`config.mk`:
```
export PLATFORM = sky130hd
export DESIGN_NAME = button_debounce_long_press_core
export DESIGN_NICKNAME = d
export VERILOG_FILES = /design/src/hdl/bdlp_pkg.sv /design/src/hdl/button_debounce_long_press_core.sv /design/src/hdl/bdlp_cfg.sv /design/src/hdl/bdlp_fsm.sv
export SDC_FILE = /design/constraint.sdc
export NUM_CORES = 1
export LEC_CHECK = 0
export BUFFER_PORTS_ARGS = -buffer_cell sky130_fd_sc_hd__buf_4
export CORE_UTILIZATION = 45
export DETAILED_ROUTE_END_ITERATION = 10
export HOLD_SLACK_MARGIN = 0.15
export SLEW_MARGIN = 20
export SYNTH_ARGS = -nofsm -noshare
export SYNTH_HDL_FRONTEND = slang
export SYNTH_HIERARCHICAL = 1
export SYNTH_SLANG_ARGS = --single-unit
export TNS_END_PERCENT = 50
```
`constraint.sdc`:
```
create_clock -name i_clk -period 3 [get_ports i_clk]
set_input_delay 0.9 -clock i_clk [delete_from_list [all_inputs] [get_ports i_clk]]
set_output_delay 0.9 -clock i_clk [all_outputs]
set_load 0.02 [all_outputs]
```
`src/hdl/bdlp_pkg.sv`:
```
package bdlp_pkg;

    localparam int SAMPLE_W = 8;
    localparam int COUNT_W  = 8;
    localparam int PHASE_W  = 3;
    localparam int EVENT_W  = 3;
    localparam int CFG_IDX_W = 2;

    localparam logic [PHASE_W-1:0] PH_RELEASED   = 3'd0;
    localparam logic [PHASE_W-1:0] PH_RISING     = 3'd1;
    localparam logic [PHASE_W-1:0] PH_PRESS_DB   = 3'd2;
    localparam logic [PHASE_W-1:0] PH_PRESSED    = 3'd3;
    localparam logic [PHASE_W-1:0] PH_FALLING    = 3'd4;
    localparam logic [PHASE_W-1:0] PH_RELEASE_DB = 3'd5;

    localparam logic [EVENT_W-1:0] EV_LONG_PRESS = 3'd6;

    localparam logic [CFG_IDX_W-1:0] REG_BUTTON_MASK      = 2'd0;
    localparam logic [CFG_IDX_W-1:0] REG_DEBOUNCE_TICKS   = 2'd1;
    localparam logic [CFG_IDX_W-1:0] REG_LONG_PRESS_TICKS = 2'd2;

    localparam logic [SAMPLE_W-1:0] RST_BUTTON_MASK      = 8'd1;
    localparam logic [COUNT_W-1:0]  RST_DEBOUNCE_TICKS   = 8'd5;
    localparam logic [COUNT_W-1:0]  RST_LONG_PRESS_TICKS = 8'd100;

    typedef struct packed {
        logic [SAMPLE_W-1:0] button_mask;
        logic [COUNT_W-1:0]  debounce_ticks;
        logic [COUNT_W-1:0]  long_press_ticks;
    } t_cfg;

endpackage

```
`src/hdl/button_debounce_long_press_core.sv`:
```
// Push-button debouncer with long-press detection. Each word on the slave
// stream is one timer-tick sample of the raw port; the button counts as
// pressed when every bit of button_mask is set in it. For every accepted
// word exactly one registered result word follows: the phase code after
// the update (0 released, 1 rising, 2 press debounce, 3 pressed, 4 falling,
// 5 release debounce) or 6 on the single tick a long press is reported.
// A word is taken every cycle unless the output stalls; the phase update
// from sample to result register is combinational, and a stalled result
// stops intake only until it is taken. Write registers over the config
// channel (0 button_mask, 1 debounce_ticks, 2 long_press_ticks) while idle.
module button_debounce_long_press_core (
    input  logic                           i_clk,
    input  logic                           i_rst_n,
    input  logic                           i_s_axis_tvalid,
    output logic                           o_s_axis_tready,
    input  logic [7:0]                     i_s_axis_tdata,   // [7:0] port_sample
    output logic                           o_m_axis_tvalid,
    input  logic                           i_m_axis_tready,
    output logic [7:0]                     o_m_axis_tdata,   // [2:0] button_event, [7:3] zero
    input  logic                           i_cfg_valid,
    output logic                           o_cfg_ready,
    input  logic [bdlp_pkg::CFG_IDX_W-1:0] i_cfg_index,
    input  logic [bdlp_pkg::COUNT_W-1:0]   i_cfg_data
);
    import bdlp_pkg::*;

    t_cfg               cfg;
    logic [EVENT_W-1:0] out_event;

    bdlp_cfg u_cfg (
        .i_clk       (i_clk),
        .i_rst_n     (i_rst_n),
        .i_cfg_valid (i_cfg_valid),
        .o_cfg_ready (o_cfg_ready),
        .i_cfg_index (i_cfg_index),
        .i_cfg_data  (i_cfg_data),
        .o_cfg       (cfg)
    );

    bdlp_fsm u_fsm (
        .i_clk       (i_clk),
        .i_rst_n     (i_rst_n),
        .i_cfg       (cfg),
        .i_in_valid  (i_s_axis_tvalid),
        .o_in_ready  (o_s_axis_tready),
        .i_in_sample (i_s_axis_tdata),
        .o_out_valid (o_m_axis_tvalid),
        .i_out_ready (i_m_axis_tready),
        .o_out_event (out_event)
    );

    assign o_m_axis_tdata = {{(8 - EVENT_W){1'b0}}, out_event};

endmodule

```
`src/hdl/bdlp_cfg.sv`:
```
module bdlp_cfg (
    input  logic                            i_clk,
    input  logic                            i_rst_n,
    input  logic                            i_cfg_valid,
    output logic                            o_cfg_ready,
    input  logic [bdlp_pkg::CFG_IDX_W-1:0]  i_cfg_index,
    input  logic [bdlp_pkg::COUNT_W-1:0]    i_cfg_data,
    output bdlp_pkg::t_cfg                  o_cfg
);
    import bdlp_pkg::*;

    t_cfg r_cfg;

    assign o_cfg_ready = 1'b1;
    assign o_cfg       = r_cfg;

    always_ff @(posedge i_clk) begin
        if (!i_rst_n) begin
            r_cfg.button_mask      <= RST_BUTTON_MASK;
            r_cfg.debounce_ticks   <= RST_DEBOUNCE_TICKS;
            r_cfg.long_press_ticks <= RST_LONG_PRESS_TICKS;
        end else if (i_cfg_valid) begin
            unique case (i_cfg_index)
                REG_BUTTON_MASK:      r_cfg.button_mask      <= i_cfg_data;
                REG_DEBOUNCE_TICKS:   r_cfg.debounce_ticks   <= i_cfg_data;
                REG_LONG_PRESS_TICKS: r_cfg.long_press_ticks <= i_cfg_data;
                default: ;
            endcase
        end
    end

endmodule

```
`src/hdl/bdlp_fsm.sv`:
```
module bdlp_fsm (
    input  logic                           i_clk,
    input  logic                           i_rst_n,
    input  bdlp_pkg::t_cfg                 i_cfg,
    input  logic                           i_in_valid,
    output logic                           o_in_ready,
    input  logic [bdlp_pkg::SAMPLE_W-1:0]  i_in_sample,
    output logic                           o_out_valid,
    input  logic                           i_out_ready,
    output logic [bdlp_pkg::EVENT_W-1:0]   o_out_event
);
    import bdlp_pkg::*;

    logic [PHASE_W-1:0] r_phase,    n_phase;
    logic [COUNT_W-1:0] r_db_cnt,   n_db_cnt;
    logic [COUNT_W-1:0] r_hold_cnt, n_hold_cnt;
    logic               r_reported, n_reported;
    logic               r_out_valid;
    logic [EVENT_W-1:0] r_out_event, n_out_event;
    logic               pressed;
    logic               accept;

    assign o_in_ready  = !r_out_valid || i_out_ready;
    assign accept      = i_in_valid && o_in_ready;
    assign o_out_valid = r_out_valid;
    assign o_out_event = r_out_event;

    assign pressed = (i_in_sample & i_cfg.button_mask) == i_cfg.button_mask;

    always_comb begin
        n_phase    = r_phase;
        n_db_cnt   = r_db_cnt;
        n_hold_cnt = r_hold_cnt;
        n_reported = r_reported;
        unique case (r_phase)
            PH_RELEASED: begin
                if (pressed) n_phase = PH_RISING;
            end
            PH_RISING: begin
                n_hold_cnt = '0;
                n_reported = 1'b0;
                if (i_cfg.debounce_ticks != '0) begin
                    n_db_cnt = COUNT_W'(1);
                    n_phase  = PH_PRESS_DB;
                end else begin
                    n_db_cnt = '0;
                    n_phase  = PH_PRESSED;
                end
            end
            PH_PRESS_DB: begin
                if (r_db_cnt < i_cfg.debounce_ticks) n_db_cnt = r_db_cnt + COUNT_W'(1);
                else n_phase = PH_PRESSED;
            end
            PH_PRESSED: begin
                if (!pressed) begin
                    n_phase = PH_FALLING;
                end else if (!r_reported) begin
                    if (r_hold_cnt < i_cfg.long_press_ticks)
                        n_hold_cnt = r_hold_cnt + COUNT_W'(1);
                    else if (r_hold_cnt == i_cfg.long_press_ticks)
                        n_reported = 1'b1;
                end
            end
            PH_FALLING: begin
                if (i_cfg.debounce_ticks != '0) begin
                    n_db_cnt = COUNT_W'(1);
                    n_phase  = PH_RELEASE_DB;
                end else begin
                    n_db_cnt = '0;
                    n_phase  = PH_RELEASED;
                end
            end
            PH_RELEASE_DB: begin
                if (r_db_cnt < i_cfg.debounce_ticks) n_db_cnt = r_db_cnt + COUNT_W'(1);
                else n_phase = PH_RELEASED;
            end
            default: n_phase = PH_RELEASED;
        endcase
        n_out_event = (n_reported && !r_reported) ? EV_LONG_PRESS : EVENT_W'(n_phase);
    end

    always_ff @(posedge i_clk) begin
        if (!i_rst_n) begin
            r_phase     <= PH_RELEASED;
            r_db_cnt    <= '0;
            r_hold_cnt  <= '0;
            r_reported  <= 1'b0;
            r_out_valid <= 1'b0;
        end else begin
            if (accept) begin
                r_phase    <= n_phase;
                r_db_cnt   <= n_db_cnt;
                r_hold_cnt <= n_hold_cnt;
                r_reported <= n_reported;
            end
            if (accept) r_out_valid <= 1'b1;
            else if (i_out_ready) r_out_valid <= 1'b0;
        end
    end

    always_ff @(posedge i_clk) begin
        if (accept) r_out_event <= n_out_event;
    end

    a_long_press_flagged: assert property (@(posedge i_clk) disable iff (!i_rst_n)
        (r_out_valid && r_out_event == EV_LONG_PRESS) |-> r_reported)
        else $error("long-press word without report flag");

    a_report_in_pressed: assert property (@(posedge i_clk) disable iff (!i_rst_n)
        (accept && !r_reported && n_reported) |-> (r_phase == PH_PRESSED))
        else $error("long press reported outside pressed phase");

    a_accept_gives_word: assert property (@(posedge i_clk) disable iff (!i_rst_n)
        accept |=> r_out_valid)
        else $error("accepted word produced no result");

    a_phase_holds_idle: assert property (@(posedge i_clk) disable iff (!i_rst_n)
        ($past(i_rst_n) && !$past(accept)) |-> $stable(r_phase))
        else $error("phase moved without an accepted word");

endmodule

```
==> flow_metrics.env <==
export IMPL_max_cap_violations=0
export IMPL_path_clk_slew_ns=0.09
export IMPL_globalplace_congestion=0.805
export IMPL_root_buffer="clkbuf_8"
export IMPL_cts_num_sinks=48
export IMPL_tightest_slew_ns=0.826
export IMPL_numCtsBuffers=5
export IMPL_drtPass1Iterations=4
export IMPL_row_count=27
export IMPL_cts_buffer_depth=2
export IMPL_hold_start="u_cfg/o_cfg[20]"
export IMPL_vias_per_cell=5.36
export IMPL_synth_largest_area_cell="dfxtp_1"
export IMPL_initial_core_util_pct=47.7
export IMPL_synth_commonest_cells="dfxtp_1 (45), nand2_1 (44), inv_1 (26)"
export IMPL_worstHoldPathType="reg -> reg"
export IMPL_dr_first_iter_drc_count=76
export IMPL_fin_nets=382
export IMPL_seqPwrFrac_pct=54.2
export IMPL_cts_htree_levels=2
export IMPL_ys_seq_elements=48
export IMPL_wl_per_cell_um=13.1
export IMPL_syn2layout_area_growth_pct=12.0
export IMPL_relSlewSlack_pct=44.7
export IMPL_pwr_share_clk_pct=31.3
export IMPL_clock_latency_ns=0.30
export IMPL_dp_hpwl_mm=4.08
export IMPL_ys_warn_count=6
export IMPL_rsz0062_at_grt="false"
export IMPL_finalHoldViolCount=0
export IMPL_ys_flop_type="dfxtp_1"
export IMPL_drcViolationCount=0
export IMPL_fp_dieH_um=79.3
export IMPL_r2r_start="u_cfg/o_cfg[15]"
export IMPL_grt_overflow=0
export IMPL_cts_tree="done"
export IMPL_core_area_um2=5640
export IMPL_leakagePower_nw=1.26
export IMPL_gr_usage_all_layers_pct=19.1
export IMPL_criticalPathCategory="reg -> reg"
export IMPL_finalSetupViolCount=0
export IMPL_portBuffers=27
export IMPL_p_int_mw=0.936
export IMPL_synth_edf_count=3
export IMPL_fin_skew_ns=0.00900
export IMPL_drtAntennaViolNets=0
export IMPL_drt_total_wl_mm=5.46
export IMPL_power_density_nw_per_um2=423
export IMPL_hold_path_endpoint="u_cfg/o_cfg[20]"
export IMPL_setup_worst_path_start_class="flip-flop"
export IMPL_cts_resized=0
export IMPL_finish_utilization_pct=53.4
export IMPL_via_count=2224
export IMPL_synthTopCellsByArea="dfxtp_1 (33%), mux2i_1 (8.9%), ha_1 (7.9%)"
export IMPL_antennaDiodeCount=0
export IMPL_reg2reg_slack_ns=0.42
export IMPL_drive_gt1_share_pct=12.0
export IMPL_worst_r2r_endpoint="u_fsm/r_db_cnt[7]"
export IMPL_io_pin_count=34
export IMPL_rr_worst_depth=8
export IMPL_period_share_pct=85.8
export IMPL_max_freq_mhz=388
export IMPL_syn_area_per_cell_um2=8.49
export IMPL_worstPathArrival_ns=2.81
export IMPL_status="finished, final reports clean"
export IMPL_fin_setup_tns_ns=0
export IMPL_die_w_um=79.3
export IMPL_min_delay_path_depth=2
export IMPL_switching_share_pct=26.5
export IMPL_power_frac_comb_pct=14.5
export IMPL_required_ns=3.23
export IMPL_crit_path_end_kind="flip-flop"
export IMPL_peakVddDrop_v=0.000227
export IMPL_drv_slew=0
export IMPL_grt_pass1_vias=2064
export IMPL_synth_most_common_cell="dfxtp_1"
export IMPL_synth_top_area_share_pct=33.5
export IMPL_switchingPower_mw=0.337
export IMPL_ctsHoldBuffers=0
export IMPL_grt_pass1_wl_mm=9.37
export IMPL_syn_area_um2=2690
export IMPL_die_area_um2=6290
export IMPL_synth_seq_area_share_pct=36.8
export IMPL_post_cts_buffers=0
export IMPL_antenna_found_initial=0
export IMPL_grt_max_degree=48
export IMPL_crit_fanout=14
export IMPL_synthArstFlopShare_pct=0
export IMPL_fin_crit_ns=2.58
export IMPL_yosysUniqueCellTypes=49
export IMPL_netlist_instances=317
how the worst max path moves through the flow:
stage,start,end,slack [ns],cells past startpoint
floorplan,i_m_axis_tready,u_fsm/r_hold_cnt[6],0.52,6
global placement,i_s_axis_tdata[2],u_fsm/r_hold_cnt[2],0.42,8
detailed placement,i_s_axis_tdata[2],u_fsm/r_hold_cnt[4],0.32,8
CTS,u_cfg/o_cfg[15],u_fsm/r_db_cnt[7],0.43,8
global route,u_cfg/o_cfg[15],u_fsm/r_db_cnt[5],0.25,8
finish,u_cfg/o_cfg[15],u_fsm/r_db_cnt[7],0.42,8
state kept, by name, indices dropped and copies added, names as in the netlist:
name and flops:
u_fsm/r_db_cnt 8, u_fsm/r_reported 1, u_fsm/r_hold_cnt 8, u_fsm/r_phase 3, u_fsm/o_out_event 3, u_cfg/o_cfg 24
u_fsm/o_out_valid 1
logic make-up after synthesis:
logic type,after synthesis,synth area share (%)
buf+inv,46,7.95
simple gates,111,21.6
compound gates,68,16.1
flops,48,36.8
xor+xnor,1,0.326
other cells,2,0.279
mux,24,8.93
fa+ha+maj,17,7.91
cell type report:
class	count	area (µm²)
Tap cell	72	90.1
Clock buffer	8	90.1
Timing Repair Buffer	31	233
Fill cell	550	2630
Multi-Input combinational cell	227	1500
Sequential cell	48	991
Inverter	29	109
per-layer routing:
metal / GRT usage (%) / wire length (µm) / vias to the layer above
met4: 5.45 / 31 / 0
met3: 4.94 / 241 / 2
met2: 31.0 / 2350 / 45
li1: - / - / 1165
met5: 0 / 0 / -
met1: 24.9 / 2840 / 1012
power by group through the flow:
stage	Sequential (mW)	Clock (mW)	Combinational (mW)
6_report	0.691	0.399	0.184
5_1_grt	0.694	0.438	0.207
4_1_cts	0.691	0.412	0.185
3_5_place_dp	0.706	0	0.184
3_3_place_gp	0.705	0	0.184
2_1_floorplan	0.702	0	0.129
through the flow:
| step | power, mW | setup slack [ns] | cell area [µm²] | hold slack (ns) | std cells |
|---|---|---|---|---|---|
| 2_1_floorplan | 0.832 | 0.519 | 2710 | 0.435 | 321 |
| 3_3_place_gp | 0.889 | 0.422 | 2920 | 0.445 | 407 |
| 3_5_place_dp | 0.890 | 0.325 | 2920 | 0.452 | 407 |
| 4_1_cts | 1.29 | 0.431 | 3010 | 0.468 | 415 |
| 5_1_grt | 1.34 | 0.252 | 3010 | 0.487 | 415 |
| 6_report | 1.27 | 0.425 | 3010 | 0.463 | 415 |
cells in the final DEF (no fill, tap or decap), types with 8 or more instances in the layout:
master / n
nand2_1: 44
a21oi_1: 19
buf_4: 31
mux2i_1: 24
or3_1: 9
o21ai_0: 14
dfxtp_1: 45
nor2_1: 8
inv_1: 26
ha_1: 17
worst max-delay path, cell delays in order, from the launching register on:
cell,delay [ns]
dfxtp_1,0.36
inv_1,0.05
ha_1,0.30
and3_1,0.20
a221oi_1,0.26
o21ai_0,0.18
a211o_1,0.45
or4_1,0.55
a21oi_1,0.15
Power figures use the tool's default switching activity.
